<file path="src/sv/hhp_pkg.sv">
// Shared types and constants for the heater hysteresis/profile block.
package hhp_pkg;

    localparam int CFG_DATA_W  = 16;
    localparam int CFG_INDEX_W = 3;

    // Configuration register indexes
    localparam logic [CFG_INDEX_W-1:0] REG_SUN_ON_TEMP        = 3'd0;
    localparam logic [CFG_INDEX_W-1:0] REG_SUN_OFF_TEMP       = 3'd1;
    localparam logic [CFG_INDEX_W-1:0] REG_ECLIPSE_ON_TEMP    = 3'd2;
    localparam logic [CFG_INDEX_W-1:0] REG_ECLIPSE_OFF_TEMP   = 3'd3;
    localparam logic [CFG_INDEX_W-1:0] REG_POWER_THRESHOLD_MW = 3'd4;
    localparam logic [CFG_INDEX_W-1:0] REG_SWITCH_COUNT       = 3'd5;
    localparam logic [CFG_INDEX_W-1:0] REG_TUMBLE_TIME_S      = 3'd6;

    // Register reset values
    localparam logic signed [7:0] RST_SUN_ON_TEMP        = 8'sd0;
    localparam logic signed [7:0] RST_SUN_OFF_TEMP       = 8'sd5;
    localparam logic signed [7:0] RST_ECLIPSE_ON_TEMP    = 8'sd5;
    localparam logic signed [7:0] RST_ECLIPSE_OFF_TEMP   = 8'sd10;
    localparam logic [15:0]       RST_POWER_THRESHOLD_MW = 16'd1000;
    localparam logic [7:0]        RST_SWITCH_COUNT       = 8'd10;
    localparam logic [15:0]       RST_TUMBLE_TIME_S      = 16'd60;

    localparam logic [7:0] COUNT_MAX = 8'hFF;

    typedef struct packed {
        logic signed [7:0] temperature;
        logic [15:0]       power_mw;
        logic [31:0]       time_s;
    } hhp_in_t;

    typedef struct packed {
        logic heater_enable;
        logic sunshine_profile;
    } hhp_out_t;

    typedef struct packed {
        logic signed [7:0] sun_on_temp;
        logic signed [7:0] sun_off_temp;
        logic signed [7:0] eclipse_on_temp;
        logic signed [7:0] eclipse_off_temp;
        logic [15:0]       power_threshold_mw;
        logic [7:0]        switch_count;
        logic [15:0]       tumble_time_s;
    } hhp_cfg_t;

    typedef struct packed {
        logic        heater_switch;
        logic        profile_bit;
        logic        window_armed;
        logic [31:0] window_start;
        logic [7:0]  crossing_count;
    } hhp_state_t;

endpackage

</file>
<file path="src/sv/hhp_update.sv">
// Per-item profile tracking and hysteresis thermostat, pure combinational.
module hhp_update (
    input  hhp_pkg::hhp_cfg_t   cfg,
    input  hhp_pkg::hhp_state_t state_cur,
    input  hhp_pkg::hhp_in_t    item,
    output hhp_pkg::hhp_state_t state_nxt,
    output hhp_pkg::hhp_out_t   result
);

    logic              crossing;
    logic [31:0]       elapsed;
    logic              window_expired;
    logic [7:0]        count_inc;
    logic              flip;
    logic              profile_new;
    logic signed [7:0] temp;
    logic signed [7:0] on_t;
    logic signed [7:0] off_t;
    logic              heater_new;

    assign crossing = state_cur.profile_bit ? (item.power_mw < cfg.power_threshold_mw)
                                            : (item.power_mw >= cfg.power_threshold_mw);
    assign elapsed        = item.time_s - state_cur.window_start;
    assign window_expired = elapsed >= {16'd0, cfg.tumble_time_s};
    assign count_inc      = (state_cur.crossing_count == hhp_pkg::COUNT_MAX) ?
                            state_cur.crossing_count : state_cur.crossing_count + 8'd1;

    always_comb begin
        state_nxt = state_cur;
        flip      = 1'b0;
        if (crossing) begin
            if (!state_cur.window_armed) begin
                state_nxt.window_armed   = 1'b1;
                state_nxt.window_start   = item.time_s;
                state_nxt.crossing_count = 8'd0;
            end else if (window_expired) begin
                // stale window: restart it at this item
                state_nxt.window_start   = item.time_s;
                state_nxt.crossing_count = 8'd0;
            end else if (count_inc >= cfg.switch_count) begin
                flip                     = 1'b1;
                state_nxt.window_armed   = 1'b0;
                state_nxt.window_start   = 32'd0;
                state_nxt.crossing_count = 8'd0;
            end else begin
                state_nxt.crossing_count = count_inc;
            end
        end
        profile_new = state_cur.profile_bit ^ flip;
        state_nxt.profile_bit = profile_new;

        temp  = item.temperature;
        on_t  = profile_new ? cfg.sun_on_temp  : cfg.eclipse_on_temp;
        off_t = profile_new ? cfg.sun_off_temp : cfg.eclipse_off_temp;
        // "on" wins when the thresholds overlap
        if (temp < on_t) begin
            heater_new = 1'b1;
        end else if (temp > off_t) begin
            heater_new = 1'b0;
        end else begin
            heater_new = state_cur.heater_switch;
        end
        state_nxt.heater_switch = heater_new;

        result.heater_enable    = heater_new;
        result.sunshine_profile = profile_new;
    end

endmodule

</file>
<file path="src/sv/heater_hysteresis_with_profile_core.sv">
// Top level: heater thermostat with sunshine/eclipse profile selection.
//
// Input channel s_valid/s_ready/s_data carries one sample per item:
// temperature, solar power and time in seconds. Output channel
// m_valid/m_ready/m_data returns one item per sample: heater drive and
// profile after that sample, in input order.
// Samples land in an input register; the profile tracker and thermostat
// run combinationally from that register into the output register, and the
// state registers update at the same edge. An accepted sample moves from
// the input register to the output register, which drives m_valid; the
// throughput is one item per cycle while the receiver keeps m_ready high.
// The configuration port (cfg_wr_en, cfg_index, cfg_wdata) writes one
// register per cycle; indexes past the last register are ignored. Write
// only while no item is in flight.
// Reset (aresetn low, synchronous) loads the default thresholds, heater
// off, eclipse profile, window disarmed, and empties both stages.
// When the receiver stalls, the output item holds; the input register
// still takes one more item, after which s_ready drops until m_ready.
module heater_hysteresis_with_profile_core (
    input  logic                                 aclk,
    input  logic                                 aresetn,
    input  logic                                 s_valid,
    output logic                                 s_ready,
    input  hhp_pkg::hhp_in_t                     s_data,
    output logic                                 m_valid,
    input  logic                                 m_ready,
    output hhp_pkg::hhp_out_t                    m_data,
    input  logic                                 cfg_wr_en,
    input  logic [hhp_pkg::CFG_INDEX_W-1:0]      cfg_index,
    input  logic [hhp_pkg::CFG_DATA_W-1:0]       cfg_wdata
);

    hhp_pkg::hhp_cfg_t   cfg_reg;
    hhp_pkg::hhp_cfg_t   cfg_next;
    hhp_pkg::hhp_state_t state_reg;
    hhp_pkg::hhp_state_t state_next;
    hhp_pkg::hhp_in_t    in_data_reg;
    hhp_pkg::hhp_out_t   out_data_reg;
    hhp_pkg::hhp_out_t   out_data_next;
    logic                in_valid_reg;
    logic                out_valid_reg;
    logic                advance;
    logic                s_accept;

    assign advance  = in_valid_reg && (!out_valid_reg || m_ready);
    assign s_ready  = !in_valid_reg || advance;
    assign s_accept = s_valid && s_ready;
    assign m_valid  = out_valid_reg;
    assign m_data   = out_data_reg;

    hhp_update u_update (
        .cfg       (cfg_reg),
        .state_cur (state_reg),
        .item      (in_data_reg),
        .state_nxt (state_next),
        .result    (out_data_next)
    );

    always_comb begin
        cfg_next = cfg_reg;
        if (cfg_wr_en) begin
            unique case (cfg_index)
                hhp_pkg::REG_SUN_ON_TEMP:        cfg_next.sun_on_temp        = cfg_wdata[7:0];
                hhp_pkg::REG_SUN_OFF_TEMP:       cfg_next.sun_off_temp       = cfg_wdata[7:0];
                hhp_pkg::REG_ECLIPSE_ON_TEMP:    cfg_next.eclipse_on_temp    = cfg_wdata[7:0];
                hhp_pkg::REG_ECLIPSE_OFF_TEMP:   cfg_next.eclipse_off_temp   = cfg_wdata[7:0];
                hhp_pkg::REG_POWER_THRESHOLD_MW: cfg_next.power_threshold_mw = cfg_wdata;
                hhp_pkg::REG_SWITCH_COUNT:       cfg_next.switch_count       = cfg_wdata[7:0];
                hhp_pkg::REG_TUMBLE_TIME_S:      cfg_next.tumble_time_s      = cfg_wdata;
                default:                         cfg_next = cfg_reg;
            endcase
        end
    end

    always_ff @(posedge aclk) begin
        if (!aresetn) begin
            cfg_reg.sun_on_temp        <= hhp_pkg::RST_SUN_ON_TEMP;
            cfg_reg.sun_off_temp       <= hhp_pkg::RST_SUN_OFF_TEMP;
            cfg_reg.eclipse_on_temp    <= hhp_pkg::RST_ECLIPSE_ON_TEMP;
            cfg_reg.eclipse_off_temp   <= hhp_pkg::RST_ECLIPSE_OFF_TEMP;
            cfg_reg.power_threshold_mw <= hhp_pkg::RST_POWER_THRESHOLD_MW;
            cfg_reg.switch_count       <= hhp_pkg::RST_SWITCH_COUNT;
            cfg_reg.tumble_time_s      <= hhp_pkg::RST_TUMBLE_TIME_S;
            state_reg                  <= '0;
            in_valid_reg               <= 1'b0;
            out_valid_reg              <= 1'b0;
        end else begin
            cfg_reg <= cfg_next;
            if (advance) begin
                state_reg <= state_next;
            end
            if (s_ready) begin
                in_valid_reg <= s_valid;
            end
            if (advance) begin
                out_valid_reg <= 1'b1;
            end else if (m_ready) begin
                out_valid_reg <= 1'b0;
            end
        end
    end

    always_ff @(posedge aclk) begin
        if (s_accept) begin
            in_data_reg <= s_data;
        end
        if (advance) begin
            out_data_reg <= out_data_next;
        end
    end

endmodule

</file>
<file path="config.mk">
export PLATFORM = sky130hd
export DESIGN_NAME = heater_hysteresis_with_profile_core
export DESIGN_NICKNAME = d
export VERILOG_FILES = /design/src/sv/hhp_pkg.sv /design/src/sv/hhp_update.sv /design/src/sv/heater_hysteresis_with_profile_core.sv
export SDC_FILE = /design/constraint.sdc
export NUM_CORES = 1
export LEC_CHECK = 0
export BUFFER_PORTS_ARGS = -buffer_cell sky130_fd_sc_hd__buf_2
export CAP_MARGIN = 15
export CELL_PAD_IN_SITES_DETAIL_PLACEMENT = 1
export CELL_PAD_IN_SITES_GLOBAL_PLACEMENT = 1
export CORE_MARGIN = 10
export CORE_UTILIZATION = 47
export CTS_CLUSTER_SIZE = 8
export DETAILED_ROUTE_END_ITERATION = 7
export PLACE_DENSITY = 0.8
export SYNTH_ARGS = -nofsm -noshare
export SYNTH_HDL_FRONTEND = slang
export SYNTH_SLANG_ARGS = --single-unit
export TNS_END_PERCENT = 100
</file>
<file path="constraint.sdc">
create_clock -name aclk -period 8.08 [get_ports aclk]
set_input_delay 2.02 -clock aclk [delete_from_list [all_inputs] [get_ports aclk]]
set_output_delay 2.02 -clock aclk [all_outputs]
set_load 0.02 [all_outputs]
</file>
* After elaboration in Yosys (flattened, before gate mapping)
Index checks and enable logic that the tools add are counted.
** Storage, ports and cells
- Register bits :: 175
- Bits of input ports :: 80
- Output and inout port bits :: 4
- Logic and storage cells :: 70
** Cells by class
- $add $sub $neg :: 2
- Order comparisons :: 6
- Equality and inequality tests :: 8
- Mux-type cells :: 17
- Bitwise gates (word level) :: 1
- Reduce and logical (&&, ||, !) cells :: 17
** Operators by type and width (count)
- 41-bit two-way mux :: 1
- 40-bit two-way mux :: 1
- 33-bit two-way mux :: 1
- 32-bit by 16-bit greater-or-equal comparator with 1-bit output :: 1
- 8-bit two-way mux :: 4
- 32-bit subtractor :: 1
- 16-bit greater-or-equal comparator :: 1
- 16-bit less-than comparator :: 1
- 2-bit AND reduction :: 8
- 1-bit two-way mux :: 10
- 3-bit equality test, second input constant :: 3
- 8-bit by 1-bit adder with 8-bit output, second input constant :: 1
- 8-bit equality test, second input constant :: 1
- 8-bit greater-or-equal comparator :: 1
- 8-bit > comparator :: 1
- 8-bit less-than comparator :: 1
- 3-bit by 2-bit equality test with 1-bit output, second input constant :: 2
- 3-bit by 1-bit equality test with 1-bit output, second input constant :: 1
- 3-bit logical NOT :: 1
- 3-bit by 1-bit inequality test with 1-bit output, second input constant :: 1
- 3-bit AND reduction :: 1
- 1-bit logical AND :: 2
- 1-bit logical NOT :: 2
- 1-bit logical OR :: 2
- other kinds (2) :: 2

* Depth between registers and ports, before layout
- Word-level depth :: 12
- Mapped depth :: 36
- Gate-level depth less buffers :: 35

* Cells and area by module
From an unflattened synthesis, not the netlist that was laid out.
** Second synthesis, totals
- Cell total of the unflattened synthesis :: 1181
- Area, all modules :: 10540.1 um^2
** By module, submodules not included
- heater_hysteresis_with_profile_core :: instances 1, cells each 517, area each 6008.3 um^2, seq. area each 4083.9 um^2
- hhp_update :: instances 1, cells each 664, area each 4531.8 um^2, seq. area each 0.0 um^2

* Worst setup path before layout
Ideal clock, no wire load.
- Path kind :: register to register
- Start point :: register in_data_reg[0] (netlist name)
- End point :: register state_reg[42] (netlist name)
- Setup time :: 0.086 ns
- Arrival :: 6.296 ns
- Data required time :: 7.994 ns
- Setup slack :: 1.698 ns
- Stages on the path, launching flop included :: 35
- Path buffers :: 1
- Clock period less this slack :: 6.382 ns
- Cells stage by stage :: edfxtp_1 inv_1 ha_1 fa_1 nand2b_1 a21oi_1 o41a_1 nand3_1 nand2_1 xor2_1 ha_1 a21o_1 a21o_1 nor4_1 a211oi_1 or3_1 nor4b_1 nand4_1 or2_1 nor2_2 xnor2_2 buf_2 mux2i_1 ha_1 nor2b_1 o21a_1 o21ai_0 nand2b_1 a21oi_1 nor2b_1 o21ai_0 a21oi_1 nor2_1 o22ai_1 a211oi_1
** Between the ends
- Cells in the longest elaborated chain, start to end :: 10
- Elaborated cells on any way between the ends :: 12
- Those cells by class :: add/sub (1); order compare (3); mux (7); bitwise (1)
** RTL lines
- start, declared :: line heater_hysteresis_with_profile_core.sv:37 : hhp_pkg::hhp_in_t in_data_reg;
- start signal, assigned :: line heater_hysteresis_with_profile_core.sv:105 : in_data_reg <= s_data;
- 32-bit subtractor (*) :: line hhp_update.sv:23 : assign elapsed = item.time_s - state_cur.window_start;
- 32-bit by 16-bit greater-or-equal comparator with 1-bit output (*) :: line hhp_update.sv:24 : assign window_expired = elapsed >= {16'd0, cfg.tumble_time_s};
- 1-bit two-way mux (*) :: line hhp_update.sv:36 : end else if (window_expired) begin
- 1-bit two-way mux (*) :: line hhp_update.sv:32 : if (!state_cur.window_armed) begin
- 1-bit two-way mux (*) :: line hhp_update.sv:31 : if (crossing) begin
- 1-bit XOR (*) :: line hhp_update.sv:49 : profile_new = state_cur.profile_bit ^ flip;
- 8-bit two-way mux :: line hhp_update.sv:54 : off_t = profile_new ? cfg.sun_off_temp : cfg.eclipse_off_temp;
- 8-bit > comparator :: line hhp_update.sv:58 : end else if (temp > off_t) begin
- 1-bit two-way mux :: line hhp_update.sv:58
- 1-bit two-way mux (*) :: line hhp_update.sv:56 : if (temp < on_t) begin
- end signal, assigned :: line heater_hysteresis_with_profile_core.sv:90 : state_reg <= state_next;
- end, declared :: line heater_hysteresis_with_profile_core.sv:35 : hhp_pkg::hhp_state_t state_reg;
Every way passes the cells marked *; elsewhere a longest branch is shown, timed or not.
A chain may end at the register's enable or synchronous reset.

* Worst setup path after layout
Same ends and word-level chain as after synthesis.

==> summary.md <==
| Metric | Value |
|---|---|
| Ports | `84` |
| Grt total ovfl | `0` |
| Number of synthesized register bits | `175` |
| # resized after CTS | `0` |
| Share of the clock period used by the worst path after layout | `89.6%` |
| TritonCTS clock tree | `done` |
| Ys async rst share | `0%` |
| Req. time, crit path | `8.42 ns` |
| Max-cap viol count | `0` |
| Sequential area share after synthesis | `40.7%` |
| Maximum clock rate | `138 MHz` |
| ANT cells | `0` |
| Worst-Margin Slew | `1.01 ns` |
| Reg clk slew, reported paths | `0.08 ns` |
| Slew headroom | `32.5%` |
| Initial antenna violation count | `0` |
| Worst path slowest cell | `fa_1` |
| Critical path origin | `in_data_reg[0]` |
| Unrepaired setup endpoints after global routing | `false` |
| Terminus of the critical flop-to-flop path | `state_reg[42]` |
| Unique cell type count in the Yosys netlist | `74` |
| CTS buffer count | `17` |
| Hpwl dp | `19600 µm` |
| Tot GR Track Use | `19.2%` |
| GP Congestion | `0.884` |
| Fin Setup TNS | `0 ns` |
| Worst reg2reg path startpoint | `in_data_reg[0]` |
| Starting Density | `47.7%` |
| Synthesized area | `10000 µm²` |
| Avg Cell Area, Syn | `8.95 µm²` |
| Row count | `53` |
| Worst r2r path cells | `34` |
| Final setup viols | `0` |
| Slew Limit Fails | `0` |
| Commonest cells after routing, fill and taps aside | `nand2_1, dfxtp_1, a21oi_1` |
| Cell Pwr Density | `193 nW/µm²` |
| Warnings, synthesis | `0` |
| Crit start category | `flop` |
| Crit path largest cell delay | `0.40 ns` |
| Synth Flop Type | `dfxtp_1` |
| Hold WS | `0.457 ns` |
| Core Area | `21000 µm²` |
| Most common cell after layout, fill and taps aside | `nand2_1` |
| WL/cell | `18.1 µm` |
| Hold-fix buffers, CTS | `0` |
| Flop2flop setup slack | `0.84 ns` |
| Clk root buf | `clkbuf_16` |
| Drt pass-1 iters | `5` |
| Layout cells sized above 1 | `14.4%` |
| Worst hold path depth | `2` |
| Peak fanout along the critical path | `9` |
| 1st-iter DRT viols | `434` |
| Clock sink count | `175` |
| IO buf count | `83` |
| Crit end category | `flop` |
| Area grow syn2layout | `11.7%` |
| Cell area after layout | `11200 µm²` |
| Hold endpoint | `cfg_reg[6]` |
| Hold/Removal Path Class | `reg -> reg` |
| Residual DRC | `0` |
| Routed Antenna Nets | `0` |
| Final #Nets | `1348` |
| Die width | `166 µm` |
| Final Hold Viols | `0` |
| Peak supply drop | `114 µV` |
| Hold Path Origin | `cfg_reg[6]` |
| LEAKAGE | `0.00443 µW` |
| Via count | `8285` |
| Status | `completed` |
| Die area | `27600 µm²` |
| EDFF count, synth | `58` |
| Die H | `166 µm` |
| Vias/cell | `5.64` |
| H-tree Lvls | `4` |
| Tmin final | `7.24 ns` |
| Post-CTS Setup Inserts | `0` |
| DP Area | `10600 µm²` |
| CP arrival | `7.59 ns` |
| Post-Route WL | `26600 µm` |
| First-pass GRT wire length | `44300 µm` |
| Max reg flops | `72` |
| Pin count of the biggest net entering global routing | `92` |
| Syn_nets | `1289` |
| Critical path type | `reg -> reg` |
| Vias in the first global route | `8646` |
| Clk buf depth | `2` |
| Worst skew pair latency | `0.44 ns` |
| Clock skew | `0.0112 ns` |
| Synthesized instance count | `1121` |
-- metal layers --
| metal | vias to the layer above | GRT usage (%) | routed length (µm) |
|---|---|---|---|
| met3 | 24 | 3.05 | 824 |
| met2 | 107 | 32.6 | 12900 |
| met4 | 0 | 5.32 | 359 |
| li1 | 4083 | - | - |
| met5 | - | 0 | 0 |
| met1 | 4071 | 24.8 | 12600 |
-- kinds of logic (layout without fill, tap and decap cells) --
kind of cell | after synthesis | in the layout | synth area share (%)
AO/OA/AOI/OAI | 266 | 266 | 18.8
XOR/XNOR | 29 | 29 | 2.61
adder cells (fa/ha/maj) | 88 | 88 | 11.0
buffers and inverters | 130 | 202 | 5.45
flip-flops | 175 | 175 | 40.7
multiplexers | 25 | 25 | 2.54
AND/OR/NAND/NOR | 408 | 408 | 18.9
-- power breakdown --
part           total [µW]  switching [µW]  internal (µW)
Sequential            967            21.0            946
Clock                 826             411            416
Combinational         372             227            145
Total                2160             659           1510
-- synthesized netlist by cell type, drive strengths merged (10+ instances only) --
cell / n / area share, %
and3: 10 / 0.62
dfxtp: 117 / 23
xnor2: 18 / 1.6
o21ai: 28 / 1.4
a21o: 16 / 1.2
xor2: 11 / 0.96
a21oi: 112 / 5.9
nand3: 29 / 1.4
clkbuf: 35 / 1.3
nand2b: 10 / 0.62
a22oi: 32 / 3.9
o211ai: 17 / 1.3
inv: 80 / 3.0
nor2b: 21 / 1.3
a211oi: 12 / 0.90
edfxtp: 58 / 17
ha: 87 / 11
nor3: 13 / 0.65
mux2i: 21 / 2.1
nand4: 17 / 1.1
nand2: 181 / 6.8
nor2: 85 / 3.2
buf: 15 / 1.1
-- critical path, delay by kind of cell, from the launching register on --
family	cells	cell delay, ns
XOR/XNOR	2	0.46
AO/OA/AOI/OAI	12	2.21
adder cells (fa/ha/maj)	4	1.12
AND/OR/NAND/NOR	13	2.44
flip-flops	1	0.35
multiplexers	1	0.20
buffers and inverters	2	0.35
-- how the worst max path moves through the flow --
| stage | to | depth (start not counted) |
|---|---|---|
| 6_report | state_reg[42] | 34 |
| 5_1_grt | state_reg[42] | 34 |
| 4_1_cts | state_reg[42] | 34 |
| 3_5_place_dp | state_reg[42] | 34 |
| 3_3_place_gp | state_reg[42] | 34 |
| 2_1_floorplan | state_reg[42] | 34 |
-- metrics by stage --
| stage | total power [µW] | util [%] | setup WS, ns | cells |
|---|---|---|---|---|
| 2_1_floorplan | 1250 | - | 1.70 | 1121 |
| 3_3_place_gp | 1340 | 50.5 | 1.21 | 1436 |
| 3_5_place_dp | 1360 | 50.5 | 0.887 | 1436 |
| 4_1_cts | 2180 | 53.3 | 0.867 | 1468 |
| 5_1_grt | 2270 | 53.3 | 0.0888 | 1468 |
| 6_report | 2160 | 53.3 | 0.837 | 1468 |
-- cell type report --
cell class / count / area [µm²]
Multi-Input combinational cell: 816 / 5420
Fill cell: 2484 / 9810
Sequential cell: 175 / 4080
Tap cell: 275 / 344
Timing Repair Buffer: 90 / 468
Clock buffer: 17 / 425
Clock inverter: 15 / 171
Inverter: 80 / 300
(Power assumes the default switching activity.)
